[src/design/assert_macros.svh]
// ----------------------------------------------------------------------------
// Assertion macros
// Shared concurrent assertion forms used across the reader's modules.
// ----------------------------------------------------------------------------
`ifndef ASSERT_MACROS_SVH
`define ASSERT_MACROS_SVH

// The expression must hold at every clock edge outside reset.
`define ASSERT_ALWAYS(label, clk, rst, expr) \
  label: assert property (@(posedge clk) disable iff (rst) (expr)) \
    else $error("%m: check failed");

// The consequent must hold in the same cycle as the antecedent.
`define ASSERT_IMPLIES(label, clk, rst, ante, cons) \
  label: assert property (@(posedge clk) disable iff (rst) (ante) |-> (cons)) \
    else $error("%m: check failed");

// The consequent must hold in the cycle after the antecedent.
`define ASSERT_NEXT(label, clk, rst, ante, cons) \
  label: assert property (@(posedge clk) disable iff (rst) (ante) |=> (cons)) \
    else $error("%m: check failed");

`endif

[src/design/rsmr_pkg.sv]
// ----------------------------------------------------------------------------
// rsmr_pkg
// Widths and the job descriptor shared by the reverse spiral reader modules.
// ----------------------------------------------------------------------------
package rsmr_pkg;

  localparam int DATA_W     = 32;
  localparam int DIM_W      = 6;
  localparam int CFG_W      = 4;
  localparam int CFG_IDX_W  = 2;
  localparam int CFG_DATA_W = 32;
  localparam int PROD_W     = 13;

  // Register indexes on the write channel.
  typedef enum logic [CFG_IDX_W-1:0] {
    REG_ROW_COUNT = 2'd0,
    REG_COL_COUNT = 2'd1
  } cfg_reg_t;

  // One loaded matrix waiting to be read out.
  typedef struct packed {
    logic             bank;
    logic [DIM_W-1:0] rows_m1;
    logic [DIM_W-1:0] cols_m1;
  } job_t;

endpackage

[src/design/rsmr_elem_if.sv]
// ----------------------------------------------------------------------------
// rsmr_elem_if
// Element channel: one matrix element per beat, row-major order.
// ----------------------------------------------------------------------------
interface rsmr_elem_if;
  logic                                valid;
  logic                                ready;
  logic signed [rsmr_pkg::DATA_W-1:0]  element_value;

  modport source (output valid, output element_value, input ready);
  modport sink (input valid, input element_value, output ready);
endinterface

[src/design/rsmr_result_if.sv]
// ----------------------------------------------------------------------------
// rsmr_result_if
// Result channel: one element in reverse spiral order per beat.
// ----------------------------------------------------------------------------
interface rsmr_result_if;
  logic                                valid;
  logic                                ready;
  logic signed [rsmr_pkg::DATA_W-1:0]  out_value;
  logic                                is_last;

  modport source (output valid, output out_value, output is_last, input ready);
  modport sink (input valid, input out_value, input is_last, output ready);
endinterface

[src/design/rsmr_cfg_if.sv]
// ----------------------------------------------------------------------------
// rsmr_cfg_if
// Register write channel: register index and write data per beat.
// ----------------------------------------------------------------------------
interface rsmr_cfg_if;
  logic                               valid;
  logic                               ready;
  logic [rsmr_pkg::CFG_IDX_W-1:0]     index;
  logic [rsmr_pkg::CFG_DATA_W-1:0]    data;

  modport source (output valid, output index, output data, input ready);
  modport sink (input valid, input index, input data, output ready);
endinterface

[src/design/reverse_spiral_matrix_reader_unit.sv]
// ----------------------------------------------------------------------------
// reverse_spiral_matrix_reader_unit
// Loads a matrix in row-major order and returns it in reverse spiral order.
// ----------------------------------------------------------------------------
// Elements are accepted one per cycle, unless both banks await readout, into
// one of two store banks; the rows and columns registers are sampled on the
// first element of each matrix. When a matrix is complete its job passes
// through a two-entry queue to the readout side, which walks the spiral into
// an order list and then reads that list backwards through the order and
// element memories, each element passing the S_RD_ORDER, S_RD_ELEM and S_LOAD
// states, with an output stall holding S_LOAD. Loading of the next matrix runs
// alongside readout; a third matrix waits until the oldest has been read out.
// The final element of each traversal is marked with is_last.
module reverse_spiral_matrix_reader_unit #(
  parameter int MAX_ROWS = 8,
  parameter int MAX_COLS = 8
) (
  input  logic            clk,
  input  logic            rst,
  rsmr_elem_if.sink       element,
  rsmr_cfg_if.sink        cfg,
  rsmr_result_if.source   result
);

  localparam int STORE_DEPTH = MAX_ROWS * MAX_COLS;
  localparam int ADDR_W      = (STORE_DEPTH > 1) ? $clog2(STORE_DEPTH) : 1;

  logic                        job_push;
  rsmr_pkg::job_t              push_job;
  logic                        job_pop;
  logic                        head_valid;
  rsmr_pkg::job_t              head_job;
  logic                        job_done;
  logic                        mem_we;
  logic [ADDR_W:0]             mem_addr;
  logic [rsmr_pkg::DATA_W-1:0] mem_data;

  rsmr_front #(
    .MAX_ROWS (MAX_ROWS),
    .MAX_COLS (MAX_COLS)
  ) u_front (
    .clk      (clk),
    .rst      (rst),
    .element  (element),
    .cfg      (cfg),
    .job_push (job_push),
    .job      (push_job),
    .job_done (job_done),
    .mem_we   (mem_we),
    .mem_addr (mem_addr),
    .mem_data (mem_data)
  );

  rsmr_queue u_queue (
    .clk        (clk),
    .rst        (rst),
    .push       (job_push),
    .push_job   (push_job),
    .pop        (job_pop),
    .head_valid (head_valid),
    .head_job   (head_job)
  );

  rsmr_back #(
    .MAX_ROWS (MAX_ROWS),
    .MAX_COLS (MAX_COLS)
  ) u_back (
    .clk       (clk),
    .rst       (rst),
    .job_valid (head_valid),
    .job       (head_job),
    .job_pop   (job_pop),
    .job_done  (job_done),
    .mem_we    (mem_we),
    .mem_addr  (mem_addr),
    .mem_data  (mem_data),
    .result    (result)
  );

endmodule

[src/design/rsmr_front.sv]
// ----------------------------------------------------------------------------
// rsmr_front
// Holds the dimension registers, loads elements into the store and hands a
// job to the queue when a matrix is complete.
// ----------------------------------------------------------------------------
module rsmr_front #(
  parameter int MAX_ROWS = 8,
  parameter int MAX_COLS = 8,
  localparam int STORE_DEPTH = MAX_ROWS * MAX_COLS,
  localparam int ADDR_W      = (STORE_DEPTH > 1) ? $clog2(STORE_DEPTH) : 1
) (
  input  logic                                    clk,
  input  logic                                    rst,
  rsmr_elem_if.sink                               element,
  rsmr_cfg_if.sink                                cfg,
  output logic                                    job_push,
  output rsmr_pkg::job_t                          job,
  input  logic                                    job_done,
  output logic                                    mem_we,
  output logic [ADDR_W:0]                         mem_addr,
  output logic [rsmr_pkg::DATA_W-1:0]             mem_data
);

  localparam int DW          = rsmr_pkg::DIM_W;
  localparam int PW          = rsmr_pkg::PROD_W;

  localparam logic [rsmr_pkg::CFG_W-1:0]     DIM_RESET     = 4'd8;

  // Dimension minus one, with zero read as one and oversize saturated.
  function automatic logic [DW-1:0] dim_m1(input logic [rsmr_pkg::CFG_W-1:0] v,
                                           input logic [6:0] maxv);
    logic [6:0] vx;
    vx = 7'(v);
    if (vx == 7'd0) return '0;
    else if (vx > maxv) return DW'(maxv - 7'd1);
    else return DW'(vx - 7'd1);
  endfunction

  logic [rsmr_pkg::CFG_W-1:0] row_count;
  logic [rsmr_pkg::CFG_W-1:0] col_count;
  logic [ADDR_W-1:0]          load_count;
  logic [DW-1:0]              rows_m1;
  logic [DW-1:0]              cols_m1;
  logic                       bank;
  logic [1:0]                 pending;

  logic                       accept;
  logic                       first;
  logic [DW-1:0]              rows_m1_cur;
  logic [DW-1:0]              cols_m1_cur;
  logic [PW-1:0]              total;
  logic                       complete;

  assign cfg.ready = 1'b1;

  // Two store banks: a new matrix may load while at most one other is read.
  assign element.ready = (pending != 2'd2);
  assign accept        = element.valid && element.ready;

  assign first       = (load_count == '0);
  assign rows_m1_cur = first ? dim_m1(row_count, 7'(MAX_ROWS)) : rows_m1;
  assign cols_m1_cur = first ? dim_m1(col_count, 7'(MAX_COLS)) : cols_m1;
  assign total       = PW'({1'b0, rows_m1_cur} + 7'd1) * PW'({1'b0, cols_m1_cur} + 7'd1);
  assign complete    = (PW'(load_count) == total - PW'(1));

  assign mem_we   = accept;
  assign mem_addr = {bank, load_count};
  assign mem_data = element.element_value;

  assign job_push     = accept && complete;
  assign job.bank     = bank;
  assign job.rows_m1  = rows_m1_cur;
  assign job.cols_m1  = cols_m1_cur;

  always_ff @(posedge clk) begin
    if (rst) begin
      row_count <= DIM_RESET;
      col_count <= DIM_RESET;
    end else if (cfg.valid) begin
      case (cfg.index)
        rsmr_pkg::REG_ROW_COUNT: row_count <= cfg.data[rsmr_pkg::CFG_W-1:0];
        rsmr_pkg::REG_COL_COUNT: col_count <= cfg.data[rsmr_pkg::CFG_W-1:0];
        default: ;
      endcase
    end
  end

  always_ff @(posedge clk) begin
    if (rst) begin
      load_count <= '0;
      bank       <= 1'b0;
    end else if (accept) begin
      if (complete) begin
        load_count <= '0;
        bank       <= ~bank;
      end else begin
        load_count <= load_count + ADDR_W'(1);
      end
    end
  end

  // Dimensions are latched on the first element of each matrix.
  always_ff @(posedge clk) begin
    if (accept && first) begin
      rows_m1 <= rows_m1_cur;
      cols_m1 <= cols_m1_cur;
    end
  end

  always_ff @(posedge clk) begin
    if (rst) begin
      pending <= 2'd0;
    end else begin
      case ({job_push, job_done})
        2'b10:   pending <= pending + 2'd1;
        2'b01:   pending <= pending - 2'd1;
        default: pending <= pending;
      endcase
    end
  end

endmodule

[src/design/rsmr_queue.sv]
// ----------------------------------------------------------------------------
// rsmr_queue
// Two-entry job queue between the loading side and the readout side.
// ----------------------------------------------------------------------------
`include "assert_macros.svh"

module rsmr_queue (
  input  logic           clk,
  input  logic           rst,
  input  logic           push,
  input  rsmr_pkg::job_t push_job,
  input  logic           pop,
  output logic           head_valid,
  output rsmr_pkg::job_t head_job
);

  rsmr_pkg::job_t entries [2];
  logic           wr_ptr;
  logic           rd_ptr;
  logic [1:0]     count;

  assign head_valid = (count != 2'd0);
  assign head_job   = entries[rd_ptr];

  always_ff @(posedge clk) begin
    if (push) begin
      entries[wr_ptr] <= push_job;
    end
  end

  always_ff @(posedge clk) begin
    if (rst) begin
      wr_ptr <= 1'b0;
      rd_ptr <= 1'b0;
      count  <= 2'd0;
    end else begin
      if (push) wr_ptr <= ~wr_ptr;
      if (pop) rd_ptr <= ~rd_ptr;
      case ({push, pop})
        2'b10:   count <= count + 2'd1;
        2'b01:   count <= count - 2'd1;
        default: count <= count;
      endcase
    end
  end

  `ASSERT_IMPLIES(a_no_overflow, clk, rst, push && !pop, count != 2'd2)
  `ASSERT_IMPLIES(a_no_underflow, clk, rst, pop, count != 2'd0)
  `ASSERT_ALWAYS(a_count_range, clk, rst, count != 2'd3)

endmodule

[src/design/rsmr_back.sv]
// ----------------------------------------------------------------------------
// rsmr_back
// Walks the spiral of a queued matrix into an order list, then reads the
// list backwards and delivers the stored elements through an output register.
// ----------------------------------------------------------------------------
`include "assert_macros.svh"

module rsmr_back #(
  parameter int MAX_ROWS = 8,
  parameter int MAX_COLS = 8,
  localparam int STORE_DEPTH = MAX_ROWS * MAX_COLS,
  localparam int ADDR_W      = (STORE_DEPTH > 1) ? $clog2(STORE_DEPTH) : 1
) (
  input  logic                         clk,
  input  logic                         rst,
  input  logic                         job_valid,
  input  rsmr_pkg::job_t               job,
  output logic                         job_pop,
  output logic                         job_done,
  input  logic                         mem_we,
  input  logic [ADDR_W:0]              mem_addr,
  input  logic [rsmr_pkg::DATA_W-1:0]  mem_data,
  rsmr_result_if.source                result
);

  localparam int DW          = rsmr_pkg::DIM_W;
  localparam int PW          = rsmr_pkg::PROD_W;
  localparam int SW          = ADDR_W + 7;

  typedef enum logic [2:0] {
    S_IDLE,
    S_GEN,
    S_RD_ORDER,
    S_RD_ELEM,
    S_LOAD
  } state_t;

  typedef enum logic [1:0] {
    D_RIGHT,
    D_DOWN,
    D_LEFT,
    D_UP
  } dir_t;

  logic [rsmr_pkg::DATA_W-1:0] elem_mem  [2**(ADDR_W+1)];
  logic [ADDR_W-1:0]           order_mem [STORE_DEPTH];

  state_t                      state;
  logic                        bank;
  logic [ADDR_W-1:0]           k;
  logic [ADDR_W-1:0]           k_last;
  logic [ADDR_W-1:0]           col_step;
  logic [ADDR_W-1:0]           order_q;
  logic [rsmr_pkg::DATA_W-1:0] elem_q;
  logic                        out_valid;
  logic signed [rsmr_pkg::DATA_W-1:0] out_value;
  logic                        is_last;

  dir_t                        walk_dir;
  logic [DW-1:0]               walk_r;
  logic [DW-1:0]               walk_c;
  logic [DW-1:0]               walk_top;
  logic [DW-1:0]               walk_bottom;
  logic [DW-1:0]               walk_lft;
  logic [DW-1:0]               walk_rgt;
  logic [ADDR_W-1:0]           walk_addr;

  dir_t                        walk_dir_next;
  logic [DW-1:0]               walk_r_next;
  logic [DW-1:0]               walk_c_next;
  logic [DW-1:0]               walk_top_next;
  logic [DW-1:0]               walk_bottom_next;
  logic [DW-1:0]               walk_lft_next;
  logic [DW-1:0]               walk_rgt_next;
  logic [ADDR_W-1:0]           walk_addr_next;

  logic [PW-1:0]               job_total;
  logic [SW-1:0]               job_cols;

  assign job_pop   = (state == S_IDLE) && job_valid;
  assign job_total = PW'({1'b0, job.rows_m1} + 7'd1) * PW'({1'b0, job.cols_m1} + 7'd1);
  assign job_cols  = SW'(job.cols_m1) + SW'(1);

  assign result.valid     = out_valid;
  assign result.out_value = out_value;
  assign result.is_last   = is_last;

  // One step of the clockwise spiral: move along the current edge, or turn
  // and pull in the bound of the edge just finished.
  always_comb begin
    walk_dir_next    = walk_dir;
    walk_r_next      = walk_r;
    walk_c_next      = walk_c;
    walk_top_next    = walk_top;
    walk_bottom_next = walk_bottom;
    walk_lft_next    = walk_lft;
    walk_rgt_next    = walk_rgt;
    walk_addr_next   = walk_addr;
    case (walk_dir)
      D_RIGHT: begin
        if (walk_c == walk_rgt) begin
          walk_dir_next  = D_DOWN;
          walk_top_next  = walk_top + DW'(1);
          walk_r_next    = walk_r + DW'(1);
          walk_addr_next = walk_addr + col_step;
        end else begin
          walk_c_next    = walk_c + DW'(1);
          walk_addr_next = walk_addr + ADDR_W'(1);
        end
      end
      D_DOWN: begin
        if (walk_r == walk_bottom) begin
          walk_dir_next  = D_LEFT;
          walk_rgt_next  = walk_rgt - DW'(1);
          walk_c_next    = walk_c - DW'(1);
          walk_addr_next = walk_addr - ADDR_W'(1);
        end else begin
          walk_r_next    = walk_r + DW'(1);
          walk_addr_next = walk_addr + col_step;
        end
      end
      D_LEFT: begin
        if (walk_c == walk_lft) begin
          walk_dir_next    = D_UP;
          walk_bottom_next = walk_bottom - DW'(1);
          walk_r_next      = walk_r - DW'(1);
          walk_addr_next   = walk_addr - col_step;
        end else begin
          walk_c_next    = walk_c - DW'(1);
          walk_addr_next = walk_addr - ADDR_W'(1);
        end
      end
      D_UP: begin
        if (walk_r == walk_top) begin
          walk_dir_next  = D_RIGHT;
          walk_lft_next  = walk_lft + DW'(1);
          walk_c_next    = walk_c + DW'(1);
          walk_addr_next = walk_addr + ADDR_W'(1);
        end else begin
          walk_r_next    = walk_r - DW'(1);
          walk_addr_next = walk_addr - col_step;
        end
      end
      default: ;
    endcase
  end

  // Element store, double banked; the loading side writes the other bank.
  always_ff @(posedge clk) begin
    if (mem_we) begin
      elem_mem[mem_addr] <= mem_data;
    end
    elem_q <= elem_mem[{bank, order_q}];
  end

  always_ff @(posedge clk) begin
    if (state == S_GEN) begin
      order_mem[k] <= walk_addr;
    end
    order_q <= order_mem[k];
  end

  always_ff @(posedge clk) begin
    if (rst) begin
      state     <= S_IDLE;
      out_valid <= 1'b0;
      job_done  <= 1'b0;
    end else begin
      // The last beat of a traversal enters the output register this cycle.
      job_done <= (state == S_LOAD) && (!out_valid || result.ready) && (k == '0);
      if (result.ready && state != S_LOAD) out_valid <= 1'b0;
      case (state)
        S_IDLE: begin
          if (job_valid) begin
            bank        <= job.bank;
            k           <= '0;
            k_last      <= ADDR_W'(job_total - PW'(1));
            col_step    <= job_cols[ADDR_W-1:0];
            walk_dir    <= D_RIGHT;
            walk_r      <= '0;
            walk_c      <= '0;
            walk_top    <= '0;
            walk_bottom <= job.rows_m1;
            walk_lft    <= '0;
            walk_rgt    <= job.cols_m1;
            walk_addr   <= '0;
            state       <= S_GEN;
          end
        end
        S_GEN: begin
          walk_dir    <= walk_dir_next;
          walk_r      <= walk_r_next;
          walk_c      <= walk_c_next;
          walk_top    <= walk_top_next;
          walk_bottom <= walk_bottom_next;
          walk_lft    <= walk_lft_next;
          walk_rgt    <= walk_rgt_next;
          walk_addr   <= walk_addr_next;
          if (k == k_last) begin
            state <= S_RD_ORDER;
          end else begin
            k <= k + ADDR_W'(1);
          end
        end
        S_RD_ORDER: state <= S_RD_ELEM;
        S_RD_ELEM:  state <= S_LOAD;
        S_LOAD: begin
          if (!out_valid || result.ready) begin
            out_valid <= 1'b1;
            out_value <= elem_q;
            is_last   <= (k == '0);
            if (k == '0) begin
              state    <= S_IDLE;
            end else begin
              k     <= k - ADDR_W'(1);
              state <= S_RD_ORDER;
            end
          end
        end
        default: state <= S_IDLE;
      endcase
    end
  end

  `ASSERT_IMPLIES(a_done_with_last, clk, rst, job_done, out_valid && is_last)
  `ASSERT_IMPLIES(a_gen_in_range, clk, rst, state == S_GEN, k <= k_last)
  `ASSERT_IMPLIES(a_walk_in_store, clk, rst, state == S_GEN, (ADDR_W+1)'(walk_addr) < (ADDR_W+1)'(STORE_DEPTH))

endmodule
[src/flat_wrapper.sv]
// flat-port wrapper written by rule: the top's interface ports become plain ports
module reverse_spiral_matrix_reader_unit_flat 
#(
  parameter int MAX_ROWS = 8,
  parameter int MAX_COLS = 8
)
  (clk, rst, element_valid, element_element_value, element_ready, cfg_valid, cfg_index, cfg_data, cfg_ready, result_valid, result_out_value, result_is_last, result_ready);
  rsmr_elem_if element_i ();
  rsmr_cfg_if cfg_i ();
  rsmr_result_if result_i ();
  input  logic clk;
  input  logic rst;
  input wire logic [$bits(element_i.valid)-1:0] element_valid;
  input wire logic [$bits(element_i.element_value)-1:0] element_element_value;
  output wire logic [$bits(element_i.ready)-1:0] element_ready;
  input wire logic [$bits(cfg_i.valid)-1:0] cfg_valid;
  input wire logic [$bits(cfg_i.index)-1:0] cfg_index;
  input wire logic [$bits(cfg_i.data)-1:0] cfg_data;
  output wire logic [$bits(cfg_i.ready)-1:0] cfg_ready;
  output wire logic [$bits(result_i.valid)-1:0] result_valid;
  output wire logic [$bits(result_i.out_value)-1:0] result_out_value;
  output wire logic [$bits(result_i.is_last)-1:0] result_is_last;
  input wire logic [$bits(result_i.ready)-1:0] result_ready;
  assign element_i.valid = element_valid;
  assign element_i.element_value = element_element_value;
  assign element_ready = element_i.ready;
  assign cfg_i.valid = cfg_valid;
  assign cfg_i.index = cfg_index;
  assign cfg_i.data = cfg_data;
  assign cfg_ready = cfg_i.ready;
  assign result_valid = result_i.valid;
  assign result_out_value = result_i.out_value;
  assign result_is_last = result_i.is_last;
  assign result_i.ready = result_ready;
  reverse_spiral_matrix_reader_unit #(.MAX_ROWS(MAX_ROWS), .MAX_COLS(MAX_COLS)) u_core (.clk(clk), .rst(rst), .element(element_i), .cfg(cfg_i), .result(result_i));
endmodule
[config.mk]
export PLATFORM = sky130hd
export DESIGN_NAME = reverse_spiral_matrix_reader_unit_flat
export DESIGN_NICKNAME = d
export VERILOG_FILES = /design/src/design/rsmr_pkg.sv /design/src/design/rsmr_elem_if.sv /design/src/design/rsmr_result_if.sv /design/src/design/rsmr_cfg_if.sv /design/src/design/reverse_spiral_matrix_reader_unit.sv /design/src/design/rsmr_front.sv /design/src/design/rsmr_queue.sv /design/src/design/rsmr_back.sv /design/src/flat_wrapper.sv
export VERILOG_INCLUDE_DIRS = /design/src /design/src/design
export SDC_FILE = /design/constraint.sdc
export NUM_CORES = 2
export LEC_CHECK = 0
export BUFFER_PORTS_ARGS = -buffer_cell sky130_fd_sc_hd__buf_2
export CAP_MARGIN = 15
export CORE_MARGIN = 2
export CORE_UTILIZATION = 35
export CTS_CLUSTER_SIZE = 8
export DETAILED_ROUTE_END_ITERATION = 7
export GPL_TIMING_DRIVEN = 0
export PLACE_DENSITY = 0.5
export SYNTH_ARGS = -nofsm -noshare
export SYNTH_HDL_FRONTEND = slang
export SYNTH_MEMORY_MAX_BITS = 65536
export SYNTH_SLANG_ARGS = --single-unit
[constraint.sdc]
create_clock -name clk -period 11.22 [get_ports clk]
set_clock_uncertainty 0.15 [all_clocks]
set_input_delay 0 -clock clk [delete_from_list [all_inputs] [get_ports clk]]
set_output_delay 0 -clock clk [all_outputs]
set_load 0.005 [all_outputs]
# After elaboration in Yosys (flattened, before gate mapping)
# Memories as Yosys holds them, arrays and structs flattened. A register that Yosys moved wholly into a read port is not among the register bits.
# Index checks and enable logic that the tools add are counted.
[word_totals] reg_bits=134 ram_bits=4506 in_bits=71 output_inout_bits=36 n_memories=3
[op_classes] n_addsub=27 mul=2 order_cmp=2 eq_ne=41 n_mux=69 bitwise_logic=4 n_reduce_logical=36
[memory_table] name="u_core.u_back.elem_mem" depth=128 word_bits=32 read_ports=1 rd_clocked_by_memory_dff=1 wr=1 line_no="rsmr_back.sv:45" rtl="logic [rsmr_pkg::DATA_W-1:0] elem_mem [2**(ADDR_W+1)];"
[memory_table] name="u_core.u_back.order_mem" depth=64 word_bits=6 read_ports=1 rd_clocked_by_memory_dff=1 wr=1 line_no="rsmr_back.sv:46" rtl="logic [ADDR_W-1:0] order_mem [STORE_DEPTH];"
[memory_table] name="u_core.u_queue.entries" depth=2 word_bits=13 read_ports=1 rd_clocked_by_memory_dff=1 wr=1 line_no="rsmr_queue.sv:17" rtl="rsmr_pkg::job_t entries [2];"
[ops] op="$mux W6" n=33
[ops] op="$pmux W6 S2" n=7
[ops] op="$pmux W6 S4" n=3
[ops] op="$add A6 B1 Y6 const B" n=7
[ops] op="$sub A6 B1 Y6 const B" n=7
[ops] op="$eq A6 B6 Y1" n=5
[ops] op="$add A6 B1 Y7 const B" n=4
[ops] op="$ne A3 B3 Y1 const B" n=9
[ops] op="$reduce_and A7 Y1" n=3
[ops] op="$reduce_and A5 Y1" n=4
[ops] op="$pmux W6 S3" n=1
[ops] op="$ne A2 B2 Y1 const B" n=8
[ops] op="$pmux W3 S5" n=1
[ops] op="$eq A6 B13 Y1" n=1
[ops] op="$mul A7 B7 Y13" n=1
[ops] op="$sub A13 B1 Y13 const B" n=1
[ops] op="$logic_not A6 Y1" n=2
[ops] op="$mux W2" n=6
[ops] op="$ne A2 B1 Y1 const B" n=6
[ops] op="$pmux W2 S2" n=3
[ops] op="$reduce_and A3 Y1" n=4
[ops] op="$mux W1" n=11
[ops] op="$sub A4 B1 Y5 const B" n=2
[ops] op="$mux W3" n=3
[ops] op="23 further kinds" n=49

# Logic depth before layout (Yosys ltp)
[logic_depth] word_depth=11 depth_mapped=33 depth_no_buf=30

# Hierarchy
# A second synthesis with hierarchy kept.
[hier_totals] cells_unflattened=8292 area_unflattened_um2=182894.2
[modules_own_cells] mod="rsmr_back" n_inst=1 cells_per_inst=7781 area_per_inst_um2=177931.9
[modules_own_cells] mod="rsmr_front" n_inst=1 cells_per_inst=450 area_per_inst_um2=3831.2
[modules_own_cells] mod="rsmr_queue" n_inst=1 cells_per_inst=61 area_per_inst_um2=1131.1

# Least setup slack after synthesis
# Ideal clock, no wire load.
[synth_timing] kind="reg2reg" startpoint="register u_core.u_front.load_count[0]" endpoint="memory u_core.u_queue.entries[0][0] in the netlist's numbering (enable)" setup_time_ns=0.421 arrival_time_ns=7.842 slack_ns=2.807 stages_incl_launch_ff=28 period_less_slack_ns=8.413 path_cell_list="dfxtp_1 -> clkbuf_1 -> inv_1 -> ha_1 -> nor3b_2 -> and2_1 -> clkbuf_1 -> buf_2 -> mux2i_1 -> inv_1 -> ha_1 -> nand3_1 -> xor2_1 -> o21ai_0 -> and2_1 -> fa_1 -> inv_1 -> fa_1 -> fa_1 -> fa_1 -> inv_1 -> ha_1 -> o21a_1 -> o21a_1 -> a2111oi_0 -> o22a_1 -> o2111ai_1 -> nor4_1"
[synth_lines] element="start, declared" line_no="rsmr_front.sv:41" rtl="logic [ADDR_W-1:0] load_count;"
[synth_lines] element="start signal, assigned" line_no="rsmr_front.sv:97" rtl="load_count <= load_count + ADDR_W'(1);"
[synth_lines] element="end, declared" line_no="rsmr_queue.sv:17"

==> results.toml <==
[outcome]
status = "finished clean"

[placed_design]
post-place-cells = 15023
port-buffer-count = 77
gp_congestion = 0.811
post-dp-hpwl_um = 353000
dp_slack_ns = 0.852

[floorplan]
die_x_um = 723
rows = 264
start_util_pct = 35.1
die_area_um2 = 523000
die_y_um = 723
ios = 107
core_area_um2 = 516000

[timing]
slew_headroom_pct = 3.54
rsz0062_at_grt = "false"
slew_violations = 0
setup_viol = 0
fin_ws_ns = 0.765
tns_ns = 0
whs_ns = 0.0699
finalCriticalPeriod_ns = 10.45
final.period_utilization_pct = 93.2
max_freq_ghz = 0.0956
worst_pin_slew_ns = 1.44
hold_viol_final = 0

[power]
vdd_ir_drop_max_v = 0.000193
p_leak_nw = 66.4
p_per_area_nw_per_um2 = 177

[route]
antenna_left = 0
drc = 0
detailedRoute.firstIterationViolations = 10680
first_pass_iters = 6
drt-total-wl_um = 524000
vias = 88206
via_per_inst = 5.47
wl_per_cell_um = 32.5

[synth]
yosys.cell_types.count = 65
yosys.area.top_type_share_pct = 76.5
synth_edf_count = 4614
ys_seq_area_share_pct = 77.2
netlist_top_cells_count = "edfxtp_1, mux4_2, nor2_1"
syn_inst = 7822
synth_nets = 8015
synthArstFlopShare_pct = 0
synth-simple-area-share_pct = 1.44
yosys_register_bits = 4679
synth_mux_area_share_pct = 17.1
yosys-top-cells-area = "edfxtp_1, mux4_2, dfxtp_1, a22oi_1, nor2_1"
synth_area_per_cell_um2 = 23.2
syn_area_um2 = 181000
yosysMostFrequentCell = "edfxtp_1"
netlist.top_cell.by_area = "edfxtp_1"
synth_top_family_by_area = "multiplexers"
synthXorXnorAreaFrac_pct = 0.584
ys_warn_count = 0
synth_fa_ha_area_share_pct = 1.02
synth_compound_area_share_pct = 1.53
ys.flop_type = "edfxtp_1"

[global_routing]
antenna_found_initial = 82
grt_pass1_wl_um = 724000
grt_max_degree = 96
grtUsageTotal_pct = 19.7
grt-ovfl-total = 0
first_global_vias = 91663

[setup_path]
crit_buf_inv = 8
critPathSlowestCell = "nor3_1"
crit_top_cell = "inv_1"
crit_required_ns = 12.05
crit_family = "compound AO/OA/AOI/OAI gates"
startpoint_type = "register"
worstPathArrival_ns = 11.29
worstSetupPathType = "reg2reg"
cp-end-kind = "register"
path_max_fanout = 10
cp_slowest_stage_delay_ns = 0.82

[clock_tree]
post_cts_buffers = 0
cts_tree = "built"
cts_buffer_depth = 4
clk_pin_slew_ns = 0.05
cts_root_buf = "clkbuf_16"
numCtsBuffers = 658
insertion_delay_ns = 1.07
htreeDepth = 6
cts_sinks = 4679

[hold_path]
hp-class = "in2reg"

[final_layout]
nets = 9097
layout-drive-gt1-share_pct = 29.5
area_delta_synth_final_pct = 19.4
final_cell_count_no_fill = 16125

[job]
maxCapViolations = 0
## worst register-to-register path, delay by kind of cell, from the launching register on
kind	cells	cell delay, ns
flops	1	0.49
compound gates	8	3.03
xor+xnor	1	0.07
fa+ha+maj	8	2.84
buf+inv	8	1.56
simple gates	6	2.22
## per-layer routing
layer / vias up / track usage (%) / routed length, um
li1: 35492 / - / -
met3: 762 / 3.65 / 37600
met5: - / 0 / 81
met4: 14 / 6.05 / 15300
met1: 48443 / 27.2 / 220000
met2: 3495 / 32.0 / 252000
## flip-flops by register name, indices dropped and copies added (netlist names), 26 cells and up, named ones only
signal	count
u_core.u_back.elem_q	32
u_core.u_back.result.out_value	32
u_core.u_back.elem_mem	4096
u_core.u_queue.entries	26
u_core.u_back.order_mem	384
## logic make-up (layout without fill, tap and decap cells)
logic type                 Yosys count  after routing
AOI/OAI and AO/OA                  392            392
xor gates and xnor gates           119            119
adders and majority gates          124            124
buffers and inverters              519           1776
DFF                               4679           4679
muxes                             1404           1404
other                                1            131
and+or+nand+nor                    584            584
## through the flow
| step | power [mW] | instance area (um^2) | util (%) |
|---|---|---|---|
| CTS | 38.6 | 216000 | 41.8 |
| global route | 39.4 | 216000 | 41.9 |
| finish | 38.3 | 216000 | 41.9 |
| global placement | 20.6 | 190000 | 36.8 |
| detailed placement | 20.6 | 196000 | 38.0 |
| floorplan | 20.1 | 181000 | - |
## final cells by class
| cell class | count | area, um^2 |
|---|---|---|
| fill | 44262 | 300000 |
| sequential | 4679 | 140000 |
| multi-input combinational | 2624 | 40200 |
| clock buffer | 783 | 17200 |
| tap | 6916 | 8650 |
| timing repair buffer | 422 | 7000 |
| buffer | 397 | 1640 |
| clock inverter | 52 | 858 |
| inverter | 122 | 458 |
| antenna | 130 | 325 |
## timing repair
item	CTS	global route
hold buffers	125	0
resized for setup	0	0
endpoints found under the hold margin	4190	0
## power by group
part	total [mW]	internal, mW	leakage (nW)	switching (mW)
clock	17.9	10.7	8.79	7.20
combinational	1.16	0.384	15.6	0.772
sequential	19.2	19.2	42.0	0.00949
total	38.3	30.3	66.4	7.98
## layout by cell type, fill, tap and decap left out, types with 13 or more instances in the layout
| cell | instances |
|---|---|
| buf_1 | 73 |
| a41oi_1 | 20 |
| nand2_1 | 94 |
| a31oi_1 | 18 |
| clkbuf_16 | 671 |
| diode_2 | 130 |
| inv_1 | 122 |
| a221oi_1 | 19 |
| nor2_4 | 125 |
| ha_1 | 81 |
| and2_1 | 29 |
| a22oi_1 | 155 |
| nor2_1 | 182 |
| clkinv_8 | 15 |
| buf_6 | 15 |
| xor2_1 | 53 |
| mux2i_1 | 20 |
| and3_1 | 13 |
| dlygate4sd3_1 | 93 |
| mux2_2 | 40 |
| nand4_1 | 23 |
| a21oi_1 | 73 |
| edfxtp_1 | 4614 |
| buf_12 | 121 |
| mux4_2 | 1344 |
| a21o_1 | 13 |
| nand3_1 | 34 |
| nor3_1 | 22 |
| buf_16 | 99 |
| o21ai_0 | 21 |
| clkbuf_1 | 330 |
| buf_2 | 119 |
| buf_4 | 31 |
| fa_1 | 41 |
| buf_8 | 22 |
| xnor2_1 | 65 |
| a22o_1 | 19 |
| dfxtp_1 | 65 |
| clkbuf_2 | 28 |
## path summary, 6_finish.rpt
kind	start	cells past startpoint	endpoint	slack, ns
hold reg to reg	u_core.u_back.elem_q[16]$_DFF_P_	0	u_core.u_back.result.out_value[16]$_DFFE_PP_	0.25
hold / removal	element_valid	5	u_core.u_front.load_count[1]$_SDFFE_PP0P_	0.07
setup reg to reg	u_core.u_front.load_count[1]$_SDFFE_PP0P_	31	u_core.u_queue.count[1]$_SDFFE_PP0P_	0.77
setup / recovery	u_core.u_front.load_count[1]$_SDFFE_PP0P_	31	u_core.u_queue.count[1]$_SDFFE_PP0P_	0.77
Power figures use the tool's default switching activity.
